## src/design/pcet_pkg.sv

```systemverilog
package pcet_pkg;

    localparam int unsigned PHASE_W     = 16;
    localparam int unsigned TIME_W      = 56;
    localparam int unsigned PERIOD_W    = 32;
    localparam int unsigned CORDIC_W    = 18;
    localparam int unsigned CORDIC_STEPS = 15;
    // scale of the reciprocal used for the sine bin index
    localparam int unsigned BIN_SHIFT   = 28;

    localparam logic [PHASE_W-1:0] TWO_PI_Q13 = 16'd51472;
    localparam logic [PHASE_W-1:0] PHASE_MAX  = 16'd51471;
    localparam logic signed [CORDIC_W-1:0] CORDIC_START = 18'sd9949;
    localparam logic signed [CORDIC_W-1:0] SINE_POS_MAX = 18'sd16384;
    localparam logic signed [CORDIC_W-1:0] SINE_NEG_MAX = -18'sd16384;

    // configuration register indexes
    localparam logic [1:0] CFG_MODE      = 2'd0;
    localparam logic [1:0] CFG_PERIOD    = 2'd1;
    localparam logic [1:0] CFG_PARITY    = 2'd2;
    localparam logic [1:0] CFG_THRESHOLD = 2'd3;

    typedef struct packed {
        logic [PHASE_W-1:0] phase_sample;
        logic               new_series;
    } t_in_req;

    typedef struct packed {
        logic [TIME_W-1:0] event_time;
        logic [TIME_W-1:0] interval;
        logic              interval_valid;
    } t_out_req;

    // arctangent of 2^-i in 16-bit turn units
    function automatic logic signed [CORDIC_W-1:0] atan_turns(input logic [3:0] i);
        logic signed [CORDIC_W-1:0] v;
        unique case (i)
            4'd0:    v = 18'sd8192;
            4'd1:    v = 18'sd4836;
            4'd2:    v = 18'sd2555;
            4'd3:    v = 18'sd1297;
            4'd4:    v = 18'sd651;
            4'd5:    v = 18'sd326;
            4'd6:    v = 18'sd163;
            4'd7:    v = 18'sd81;
            4'd8:    v = 18'sd41;
            4'd9:    v = 18'sd20;
            4'd10:   v = 18'sd10;
            4'd11:   v = 18'sd5;
            4'd12:   v = 18'sd3;
            4'd13:   v = 18'sd1;
            4'd14:   v = 18'sd1;
            default: v = 18'sd0;
        endcase
        return v;
    endfunction

endpackage

```

## src/design/pcet_stream_if.sv

```systemverilog
interface pcet_stream_if #(
    parameter type T = logic
);
    logic valid;
    logic ready;
    T     data;

    modport source (output valid, output data, input ready);
    modport sink (input valid, input data, output ready);
endinterface

```

## src/design/phase_crossing_event_timer_unit.sv

```systemverilog
// interpolated crossing timer for one phase stream
// i_in carries requests of one phase sample (Q3.13 rad) plus a new_series flag;
// o_out carries one request per kept crossing: event time, interval since the
// previous kept event and a flag telling whether that interval exists.
// configuration goes through i_cfg_we / i_cfg_idx / i_cfg_data; the user
// writes it only while idle, which the block itself does not enforce.
// the block takes one request at a time; i_in.ready is high only when idle.
// first sample of a series, or phase mode without a wrap: no result, idle.
// phase mode wrap: 16 divider steps, then ST_MUL1, ST_MUL2 and ST_DONE.
// phase mode wrap onto phase zero: the fraction saturates without a divide.
// amplitude mode: two sines (bin index, 15 rotations each), then for a kept
// crossing the divide, ST_MUL1, ST_MUL2 and ST_DONE.
// the datapath has a reciprocal bin multiply, a shared cordic rotator, a
// restoring divider and a single 32x32 multiplier.
// a finished result sits in the output register; a new sample may be taken
// while it waits, and the next result waits until the receiver drains it.
// reset (synchronous, active low) restores register defaults and empties the
// series history and the output register.
module phase_crossing_event_timer_unit #(
    parameter int unsigned INDEX_BITS      = 24,
    parameter int unsigned SINE_TABLE_BITS = 10
) (
    input  logic                            i_clk,
    input  logic                            i_rst_n,
    pcet_stream_if.sink                     i_in,
    pcet_stream_if.source                   o_out,
    input  logic                            i_cfg_we,
    input  logic [1:0]                      i_cfg_idx,
    input  logic [31:0]                     i_cfg_data
);
    import pcet_pkg::*;

    localparam int unsigned DEN_W = PHASE_W + 1;
    localparam int unsigned CNT_W = 5;
    localparam int unsigned BIN_PROD_W = PHASE_W + 32;
    // ceil(2^(BIN_SHIFT+B) / 2pi): exact bin index for every phase in range
    localparam logic [31:0] BIN_RECIP = 32'(((64'd1 << (BIN_SHIFT + SINE_TABLE_BITS))
                                             + 64'(TWO_PI_Q13) - 64'd1) / 64'(TWO_PI_Q13));

    typedef enum logic [6:0] {
        ST_IDLE   = 7'b0000001,
        ST_BIN    = 7'b0000010,
        ST_CORDIC = 7'b0000100,
        ST_DIVF   = 7'b0001000,
        ST_MUL1   = 7'b0010000,
        ST_MUL2   = 7'b0100000,
        ST_DONE   = 7'b1000000
    } t_state;

    t_state r_state, n_state;

    // configuration
    logic                r_mode;
    logic [PERIOD_W-1:0] r_period;
    logic                r_start_parity;
    logic [PHASE_W-1:0]  r_threshold;

    // series history
    logic [PHASE_W-1:0]    r_prev_phase, n_prev_phase;
    logic                  r_have_prev, n_have_prev;
    logic [INDEX_BITS-1:0] r_index, n_index;
    logic                  r_parity, n_parity;
    logic [TIME_W-1:0]     r_last_time, n_last_time;
    logic                  r_have_event, n_have_event;

    // per-sample working registers
    logic [PHASE_W-1:0]    r_y1, n_y1;
    logic [PHASE_W-1:0]    r_cur, n_cur;
    logic [INDEX_BITS-1:0] r_j, n_j;
    logic                  r_second, n_second;
    logic signed [CORDIC_W-1:0] r_a1, n_a1;
    logic [PHASE_W-1:0]    r_frac, n_frac;

    // shared divider
    logic [DEN_W-1:0]   r_rem, n_rem;
    logic [DEN_W-1:0]   r_den, n_den;
    logic [PHASE_W-1:0] r_quo, n_quo;
    logic [CNT_W-1:0]   r_cnt, n_cnt;

    // shared cordic
    logic signed [CORDIC_W-1:0] r_x, n_x, r_y, n_y, r_z, n_z;
    logic [3:0] r_i, n_i;

    // time product
    logic [TIME_W-1:0] r_prod, n_prod;
    logic [TIME_W-1:0] r_prod2, n_prod2;

    // output register
    logic     r_out_valid, n_out_valid;
    t_out_req r_out, n_out;

    // combinational helpers
    logic [PHASE_W-1:0] cur_clamped;
    logic [DEN_W:0]     div_shift;
    logic               div_ge;
    logic [PHASE_W-1:0] diff;
    logic [PHASE_W-1:0] wrap_num;
    logic [PHASE_W-1:0] bin_phase;
    logic [BIN_PROD_W-1:0] bin_prod;
    logic [SINE_TABLE_BITS-1:0] bin_k;
    logic [PHASE_W-1:0] turn_u;
    logic signed [CORDIC_W-1:0] z_raw, z_fold;
    logic signed [CORDIC_W-1:0] dx, dy, atan_i;
    logic signed [CORDIC_W-1:0] sine_y;
    logic signed [CORDIC_W-1:0] abs_a1, abs_a2;
    logic [PERIOD_W-1:0] mul_a;
    logic [2*PERIOD_W-1:0] mul_p;
    logic [TIME_W-1:0] event_t;

    assign cur_clamped = (i_in.data.phase_sample > PHASE_MAX) ? PHASE_MAX
                                                              : i_in.data.phase_sample;
    assign diff     = (r_prev_phase > cur_clamped) ? (r_prev_phase - cur_clamped)
                                                   : (cur_clamped - r_prev_phase);
    assign wrap_num = TWO_PI_Q13 - r_prev_phase;

    // restoring divider step
    assign div_shift = {r_rem, 1'b0};
    assign div_ge    = div_shift >= {1'b0, r_den};

    // sine bin index by reciprocal multiply
    assign bin_phase = r_second ? r_cur : r_y1;
    assign bin_prod  = BIN_PROD_W'(bin_phase) * BIN_PROD_W'(BIN_RECIP);
    assign bin_k     = bin_prod[BIN_SHIFT +: SINE_TABLE_BITS];

    // sine bin center as a signed turn, folded into the right half plane
    assign turn_u = PHASE_W'({bin_k, 1'b1}) << (15 - SINE_TABLE_BITS);
    assign z_raw  = CORDIC_W'(signed'(turn_u));
    always_comb begin
        if (z_raw > 18'sd16384) begin
            z_fold = 18'sd32768 - z_raw;
        end else if (z_raw < -18'sd16384) begin
            z_fold = -18'sd32768 - z_raw;
        end else begin
            z_fold = z_raw;
        end
    end

    // cordic rotation step
    assign dx     = r_y >>> r_i;
    assign dy     = r_x >>> r_i;
    assign atan_i = atan_turns(r_i);

    // sine clamped to one in Q1.14, using the finishing step's values
    always_comb begin
        logic signed [CORDIC_W-1:0] y_last;
        y_last = (r_z >= 0) ? (r_y + dy) : (r_y - dy);
        if (y_last > SINE_POS_MAX) begin
            sine_y = SINE_POS_MAX;
        end else if (y_last < SINE_NEG_MAX) begin
            sine_y = SINE_NEG_MAX;
        end else begin
            sine_y = y_last;
        end
    end

    assign abs_a1 = (r_a1 < 0) ? -r_a1 : r_a1;
    assign abs_a2 = (sine_y < 0) ? -sine_y : sine_y;

    // one multiplier shared by both time products
    assign mul_a = r_state[4] ? PERIOD_W'(r_j) : PERIOD_W'(r_frac);
    assign mul_p = mul_a * r_period;

    assign event_t = r_prod + r_prod2;

    assign i_in.ready = (r_state == ST_IDLE);
    assign o_out.valid = r_out_valid;
    assign o_out.data  = r_out;

    always_comb begin
        n_state      = r_state;
        n_prev_phase = r_prev_phase;
        n_have_prev  = r_have_prev;
        n_index      = r_index;
        n_parity     = r_parity;
        n_last_time  = r_last_time;
        n_have_event = r_have_event;
        n_y1         = r_y1;
        n_cur        = r_cur;
        n_j          = r_j;
        n_second     = r_second;
        n_a1         = r_a1;
        n_frac       = r_frac;
        n_rem        = r_rem;
        n_den        = r_den;
        n_quo        = r_quo;
        n_cnt        = r_cnt;
        n_x          = r_x;
        n_y          = r_y;
        n_z          = r_z;
        n_i          = r_i;
        n_prod       = r_prod;
        n_prod2      = r_prod2;
        n_out_valid  = r_out_valid && !o_out.ready;
        n_out        = r_out;

        unique case (r_state)
            ST_IDLE: begin
                if (i_in.valid) begin
                    n_prev_phase = cur_clamped;
                    n_have_prev  = 1'b1;
                    if (i_in.data.new_series || !r_have_prev) begin
                        n_index      = '0;
                        n_parity     = 1'b0;
                        n_have_event = 1'b0;
                    end else begin
                        n_index = r_index + 1'b1;
                        n_y1    = r_prev_phase;
                        n_cur   = cur_clamped;
                        n_j     = r_index;
                        if (r_mode) begin
                            if (diff > r_threshold) begin
                                if (cur_clamped == '0) begin
                                    // numerator equals denominator: saturate
                                    n_frac  = '1;
                                    n_state = ST_MUL1;
                                end else begin
                                    n_rem   = DEN_W'(wrap_num);
                                    n_den   = DEN_W'(wrap_num) + DEN_W'(cur_clamped);
                                    n_quo   = '0;
                                    n_cnt   = CNT_W'(PHASE_W);
                                    n_state = ST_DIVF;
                                end
                            end
                        end else begin
                            // sine of the previous sample first
                            n_second = 1'b0;
                            n_state  = ST_BIN;
                        end
                    end
                end
            end
            ST_BIN: begin
                n_x     = CORDIC_START;
                n_y     = '0;
                n_z     = z_fold;
                n_i     = '0;
                n_state = ST_CORDIC;
            end
            ST_DIVF: begin
                n_rem = div_ge ? DEN_W'(div_shift - {1'b0, r_den}) : DEN_W'(div_shift);
                n_quo = {r_quo[PHASE_W-2:0], div_ge};
                n_cnt = r_cnt - 1'b1;
                if (r_cnt == CNT_W'(1)) begin
                    n_frac  = {r_quo[PHASE_W-2:0], div_ge};
                    n_state = ST_MUL1;
                end
            end
            ST_CORDIC: begin
                if (r_z >= 0) begin
                    n_x = r_x - dx;
                    n_y = r_y + dy;
                    n_z = r_z - atan_i;
                end else begin
                    n_x = r_x + dx;
                    n_y = r_y - dy;
                    n_z = r_z + atan_i;
                end
                n_i = r_i + 1'b1;
                if (r_i == 4'(CORDIC_STEPS - 1)) begin
                    if (!r_second) begin
                        n_a1     = sine_y;
                        n_second = 1'b1;
                        n_state  = ST_BIN;
                    end else if ((r_a1 < 0 && sine_y > 0) || (r_a1 > 0 && sine_y < 0)) begin
                        n_parity = ~r_parity;
                        if (r_parity == r_start_parity) begin
                            n_rem   = DEN_W'(abs_a1);
                            n_den   = DEN_W'(abs_a1) + DEN_W'(abs_a2);
                            n_quo   = '0;
                            n_cnt   = CNT_W'(PHASE_W);
                            n_state = ST_DIVF;
                        end else begin
                            n_state = ST_IDLE;
                        end
                    end else begin
                        n_state = ST_IDLE;
                    end
                end
            end
            ST_MUL1: begin
                n_prod  = mul_p[TIME_W-1:0];
                n_state = ST_MUL2;
            end
            ST_MUL2: begin
                n_prod2 = TIME_W'(mul_p >> PHASE_W);
                n_state = ST_DONE;
            end
            ST_DONE: begin
                // wait for a free output slot
                if (!r_out_valid || o_out.ready) begin
                    n_out_valid              = 1'b1;
                    n_out.event_time         = event_t;
                    n_out.interval           = r_have_event ? (event_t - r_last_time) : '0;
                    n_out.interval_valid     = r_have_event;
                    n_last_time              = event_t;
                    n_have_event             = 1'b1;
                    n_state                  = ST_IDLE;
                end
            end
            default: n_state = ST_IDLE;
        endcase
    end

    always_ff @(posedge i_clk) begin
        if (!i_rst_n) begin
            r_state        <= ST_IDLE;
            r_mode         <= 1'b0;
            r_period       <= 32'd65536;
            r_start_parity <= 1'b0;
            r_threshold    <= 16'd49152;
            r_prev_phase   <= '0;
            r_have_prev    <= 1'b0;
            r_index        <= '0;
            r_parity       <= 1'b0;
            r_last_time    <= '0;
            r_have_event   <= 1'b0;
            r_out_valid    <= 1'b0;
        end else begin
            r_state      <= n_state;
            r_prev_phase <= n_prev_phase;
            r_have_prev  <= n_have_prev;
            r_index      <= n_index;
            r_parity     <= n_parity;
            r_last_time  <= n_last_time;
            r_have_event <= n_have_event;
            r_out_valid  <= n_out_valid;
            if (i_cfg_we) begin
                unique case (i_cfg_idx)
                    CFG_MODE:      r_mode         <= i_cfg_data[0];
                    CFG_PERIOD:    r_period       <= i_cfg_data;
                    CFG_PARITY:    r_start_parity <= i_cfg_data[0];
                    CFG_THRESHOLD: r_threshold    <= i_cfg_data[PHASE_W-1:0];
                    default:       r_mode         <= r_mode;
                endcase
            end
        end
    end

    // datapath registers
    always_ff @(posedge i_clk) begin
        r_y1     <= n_y1;
        r_cur    <= n_cur;
        r_j      <= n_j;
        r_second <= n_second;
        r_a1     <= n_a1;
        r_frac   <= n_frac;
        r_rem    <= n_rem;
        r_den    <= n_den;
        r_quo    <= n_quo;
        r_cnt    <= n_cnt;
        r_x      <= n_x;
        r_y      <= n_y;
        r_z      <= n_z;
        r_i      <= n_i;
        r_prod   <= n_prod;
        r_prod2  <= n_prod2;
        r_out    <= n_out;
    end

endmodule

```

## src/flat_wrapper.sv

```systemverilog
// flat-port wrapper written by rule: the top's interface ports become plain ports
module phase_crossing_event_timer_unit_flat import pcet_pkg::*;
#(
    parameter int unsigned INDEX_BITS      = 24,
    parameter int unsigned SINE_TABLE_BITS = 10
)
  (i_clk, i_rst_n, i_cfg_we, i_cfg_idx, i_cfg_data, i_in_valid, i_in_data, i_in_ready, o_out_valid, o_out_data, o_out_ready);
  pcet_stream_if #(.T(t_in_req)) i_in_i ();
  pcet_stream_if #(.T(t_out_req)) o_out_i ();
  input  logic i_clk;
  input  logic i_rst_n;
  input  logic i_cfg_we;
  input  logic [1:0] i_cfg_idx;
  input  logic [31:0] i_cfg_data;
  input wire logic [$bits(i_in_i.valid)-1:0] i_in_valid;
  input wire logic [$bits(i_in_i.data)-1:0] i_in_data;
  output wire logic [$bits(i_in_i.ready)-1:0] i_in_ready;
  output wire logic [$bits(o_out_i.valid)-1:0] o_out_valid;
  output wire logic [$bits(o_out_i.data)-1:0] o_out_data;
  input wire logic [$bits(o_out_i.ready)-1:0] o_out_ready;
  assign i_in_i.valid = i_in_valid;
  assign i_in_i.data = i_in_data;
  assign i_in_ready = i_in_i.ready;
  assign o_out_valid = o_out_i.valid;
  assign o_out_data = o_out_i.data;
  assign o_out_i.ready = o_out_ready;
  phase_crossing_event_timer_unit #(.INDEX_BITS(INDEX_BITS), .SINE_TABLE_BITS(SINE_TABLE_BITS)) u_core (.i_clk(i_clk), .i_rst_n(i_rst_n), .i_in(i_in_i), .o_out(o_out_i), .i_cfg_we(i_cfg_we), .i_cfg_idx(i_cfg_idx), .i_cfg_data(i_cfg_data));
endmodule
```

## config.mk

```make
export PLATFORM = sky130hd
export DESIGN_NAME = phase_crossing_event_timer_unit_flat
export DESIGN_NICKNAME = d
export VERILOG_FILES = /design/src/design/pcet_pkg.sv /design/src/design/pcet_stream_if.sv /design/src/design/phase_crossing_event_timer_unit.sv /design/src/flat_wrapper.sv
export SDC_FILE = /design/constraint.sdc
export NUM_CORES = 2
export LEC_CHECK = 0
export BUFFER_PORTS_ARGS = -buffer_cell sky130_fd_sc_hd__buf_2
export CAP_MARGIN = 20
export CELL_PAD_IN_SITES_DETAIL_PLACEMENT = 0
export CELL_PAD_IN_SITES_GLOBAL_PLACEMENT = 1
export CORE_ASPECT_RATIO = 0.5
export CORE_MARGIN = 10
export CORE_UTILIZATION = 50
export CTS_CLUSTER_DIAMETER = 80
export DETAILED_ROUTE_END_ITERATION = 8
export PLACE_DENSITY = 0.78
export RECOVER_POWER = 100
export SLEW_MARGIN = 20
export SYNTH_ARGS = -nofsm -noshare
export SYNTH_HDL_FRONTEND = slang
export SYNTH_SLANG_ARGS = --single-unit
```

## constraint.sdc

```tcl
create_clock -name i_clk -period 32.2 [get_ports i_clk]
set_input_delay 6.44 -clock i_clk [delete_from_list [all_inputs] [get_ports i_clk]]
set_output_delay 6.44 -clock i_clk [all_outputs]
set_load 0.01 [all_outputs]
```

==> results.json <==
{
  "outcome": "complete, but fails checks",
  "violations": "capacitance limit, slew limit",
  "cts.repair.resized": 0,
  "worstSetupEndpointType": "flop",
  "cts_made_buffers": 66,
  "synth_edf_count": 415,
  "wirelength_mm": 185,
  "viasPerCell": 5.67,
  "ir_drop_v": 0.000189,
  "power_density_nw_per_um2": 63.0,
  "avgSynthCellArea_um2": 9.34,
  "finalSetupTns_ns": 0,
  "path_max_fanout": 37,
  "post-route-period-util_pct": 48.3,
  "synthCells": 7185,
  "place_congestion": 0.912,
  "layout.nets": 8649,
  "dieArea_um2": 150000,
  "io_buffers": 170,
  "firstDrtPassIters": 6,
  "whs_ns": 0.452,
  "hold_viol": 0,
  "critPathArrivalTime_ns": 15.79,
  "clockPowerShare_pct": 17.4,
  "max_cap_viol_count": 20,
  "slowest_stage": "clkbuf_1",
  "worstMarginPinSlew_ns": 4.34,
  "first_iter_violations": 3527,
  "p_leak_nw": 30.8,
  "clock_sinks": 586,
  "root_buffer": "clkbuf_16",
  "cts_max_level": 3,
  "postSynth.asyncResetShare_pct": 0,
  "fin_crit_ns": 15.55,
  "switching_share_pct": 44.7,
  "rows": 94,
  "syn2layout_area_growth_pct": 6.78,
  "seq_area_frac_synth_pct": 23.7,
  "finalSetupViolations": 0,
  "clk_pin_slew_worst_paths_ns": 0.06,
  "cpMostUsedCell": "a21o_1",
  "cp_slowest_stage_delay_ns": 1.55,
  "insertion_delay_ns": 0.68,
  "grt_max_degree": 110,
  "start_util_pct": 50.7,
  "ys_ff_latch": 586,
  "cts_tree": "built",
  "yosysWarnings": 0,
  "hp-class": "flop to flop",
  "grt_usage_pct": 24.6,
  "p_comb_share_pct": 60.9,
  "drive_gt1_share_pct": 4.74,
  "power_switching_mw": 2.02,
  "clock.fmax_mhz": 64.3,
  "ant_nets": 0,
  "dp_hpwl_mm": 141,
  "netlist-cell-type-count": 86,
  "grt_pass1_vias": 53100,
  "ctsHoldBuffers": 0,
  "io_pins": 171,
  "grt_overflow": 0,
  "post_cts_buffers": 0,
  "p_int_mw": 2.49,
  "post_drt_wl_per_cell_um": 20.5,
  "antenna_found_initial": 0,
  "rsz0062_at_grt": "false",
  "clock_skew_ns": 0.0413,
  "ys.flop_type": "edfxtp_1",
  "vias": 51100,
  "relSlewSlack_pct": -189,
  "drv_slew": 1018,
  "seq_power_share_pct": 21.6,
  "cp-start-kind": "input port",
  "die_y_um": 279,
  "synth_area_um2": 67100,
  "crit_type": "input port to flop",
  "drc": 0,
  "design.core.area_um2": 132000,
  "clk_path_buf_depth": 3,
  "die_x_um": 538,
  "syn-num-nets": 8646,
  "grt_pass1_wl_mm": 297,
  "critPathRequiredTime_ns": 32.44
}
==> layer usage <==
layer  share of wire [%]  track usage, %  vias up
met5                   0               0        -
li1                    -               -    23900
met1                  44            33.3    25300
met2                  47            40.8     1598
met3                 6.7            4.48      282
met4                 2.6            6.31        0
==> power by group through the flow <==
stage,Sequential [mW],Clock [mW],Combinational (mW)
after global routing,0.980,0.836,3.11
final,0.976,0.787,2.75
after floorplan,0.974,0,1.99
after global placement,0.988,0,2.69
after detailed placement,0.988,0,2.74
after CTS,0.973,0.808,2.76
==> per-stage QoR <==
| step | util, % | worst slack [ns] | instances | power (mW) | cell area [um2] |
|---|---|---|---|---|---|
| 2_1_floorplan | - | 17.61 | 7185 | 2.96 | 67100 |
| 3_3_place_gp | 52.6 | 18.05 | 8894 | 3.68 | 69600 |
| 3_5_place_dp | 52.6 | 17.90 | 8895 | 3.73 | 69600 |
| 4_1_cts | 54.3 | 18.61 | 9015 | 4.54 | 71900 |
| 5_1_grt | 54.1 | 15.84 | 9016 | 4.93 | 71600 |
| 6_report | 54.1 | 16.65 | 9017 | 4.51 | 71600 |
==> cells by family after synthesis <==
logic type	Yosys count	synth area share, %
buffers and inverters	1322	7.44
flip-flops	586	23.7
multiplexers	146	2.77
XOR/XNOR	314	4.13
AO/OA/AOI/OAI	1214	11.5
AND/OR/NAND/NOR	2198	15.5
adder cells (fa/ha/maj)	1405	35.1
==> worst max-delay path, delay by kind of cell <==
kind            cells  cell delay (ns)
compound gates     16             3.91
buf+inv             5             2.44
simple gates        6             1.54
fa+ha+maj           3             0.77
mux                 1             0.48
xor+xnor            1             0.18
==> worst paths after layout <==
check,startpoint,end,slack (ns),depth (start not counted)
hold reg to reg,u_core.r_last_time[39]$_SDFFE_PN0P_,u_core.r_last_time[39]$_SDFFE_PN0P_,0.45,2
setup reg to reg,u_core.r_state[4]$_SDFFE_PN0P_,u_core.r_prod[52]$_DFFE_PP_,18.90,25
hold / removal,u_core.r_last_time[39]$_SDFFE_PN0P_,u_core.r_last_time[39]$_SDFFE_PN0P_,0.45,2
setup / recovery,i_in_data[6],u_core.r_rem[8]$_DFFE_PP_,16.65,32
==> layout make-up <==
class                           instances  area [um2]
Tap cell                             1776        2220
Sequential cell                       586       15900
Timing Repair Buffer                  253        1250
Multi-Input combinational cell       5277       46200
Inverter                             1004        3770
Clock buffer                           83        1820
Fill cell                           12200       60700
Clock inverter                         37         438
Antenna cell                            1        2.50
==> flip-flops by register name (all words and copies together), names as in the netlist, 7 cells and up <==
name / cells
u_core.r_state: 7
u_core.r_frac: 16
u_core.r_index: 24
u_core.r_j: 24
u_core.r_last_time: 56
u_core.r_rem: 17
u_core.r_z: 18
u_core.r_cur: 16
u_core.r_x: 18
u_core.r_prev_phase: 16
u_core.r_prod2: 43
u_core.r_threshold: 16
u_core.r_period: 32
u_core.o_out.data: 113
u_core.r_y: 18
u_core.r_quo: 15
u_core.r_y1: 16
u_core.atan_i: 14
u_core.r_prod: 56
u_core.r_den: 17
u_core.r_a1: 18
==> synthesized netlist by cell type, drive strengths merged, types with 31 or more instances <==
cell type	instances	area, um2
nor2	341	1280
a21o	150	1130
xor2	114	998
nand4	41	257
and2	122	763
mux2i	82	821
nor2b	136	851
xnor2	199	1750
o21a	55	413
buf	32	145
or3	40	250
o31ai	31	233
a211oi	37	278
mux2	36	405
a31oi	47	294
nand2	971	3640
o21ai	239	1200
ha	614	7680
inv	1002	3760
clkbuf	286	1070
fa	791	15800
and3	153	957
o21bai	39	293
nand3	95	475
nor3	102	510
edfxtp	415	12500
a21oi	403	2020
dfxtp	171	3420
nand2b	72	450
==> cell usage in the layout, fill, tap and decap left out, types with 47 or more instances in the layout <==
| cell type | count |
|---|---|
| nor2b_1 | 136 |
| fa_1 | 791 |
| xnor2_1 | 199 |
| o21a_1 | 55 |
| and2_1 | 95 |
| clkbuf_1 | 150 |
| clkbuf_16 | 68 |
| inv_1 | 998 |
| nand2_1 | 971 |
| o21ai_0 | 239 |
| a21o_1 | 150 |
| ha_1 | 614 |
| buf_4 | 58 |
| xor2_1 | 114 |
| nand2b_1 | 72 |
| dfxtp_1 | 169 |
| a21oi_1 | 402 |
| nor3_1 | 102 |
| a31oi_1 | 47 |
| buf_2 | 50 |
| edfxtp_1 | 415 |
| and3_1 | 153 |
| nor2_1 | 341 |
| nand3_1 | 95 |
| mux2i_1 | 79 |
Power figures use the tool's default switching activity.
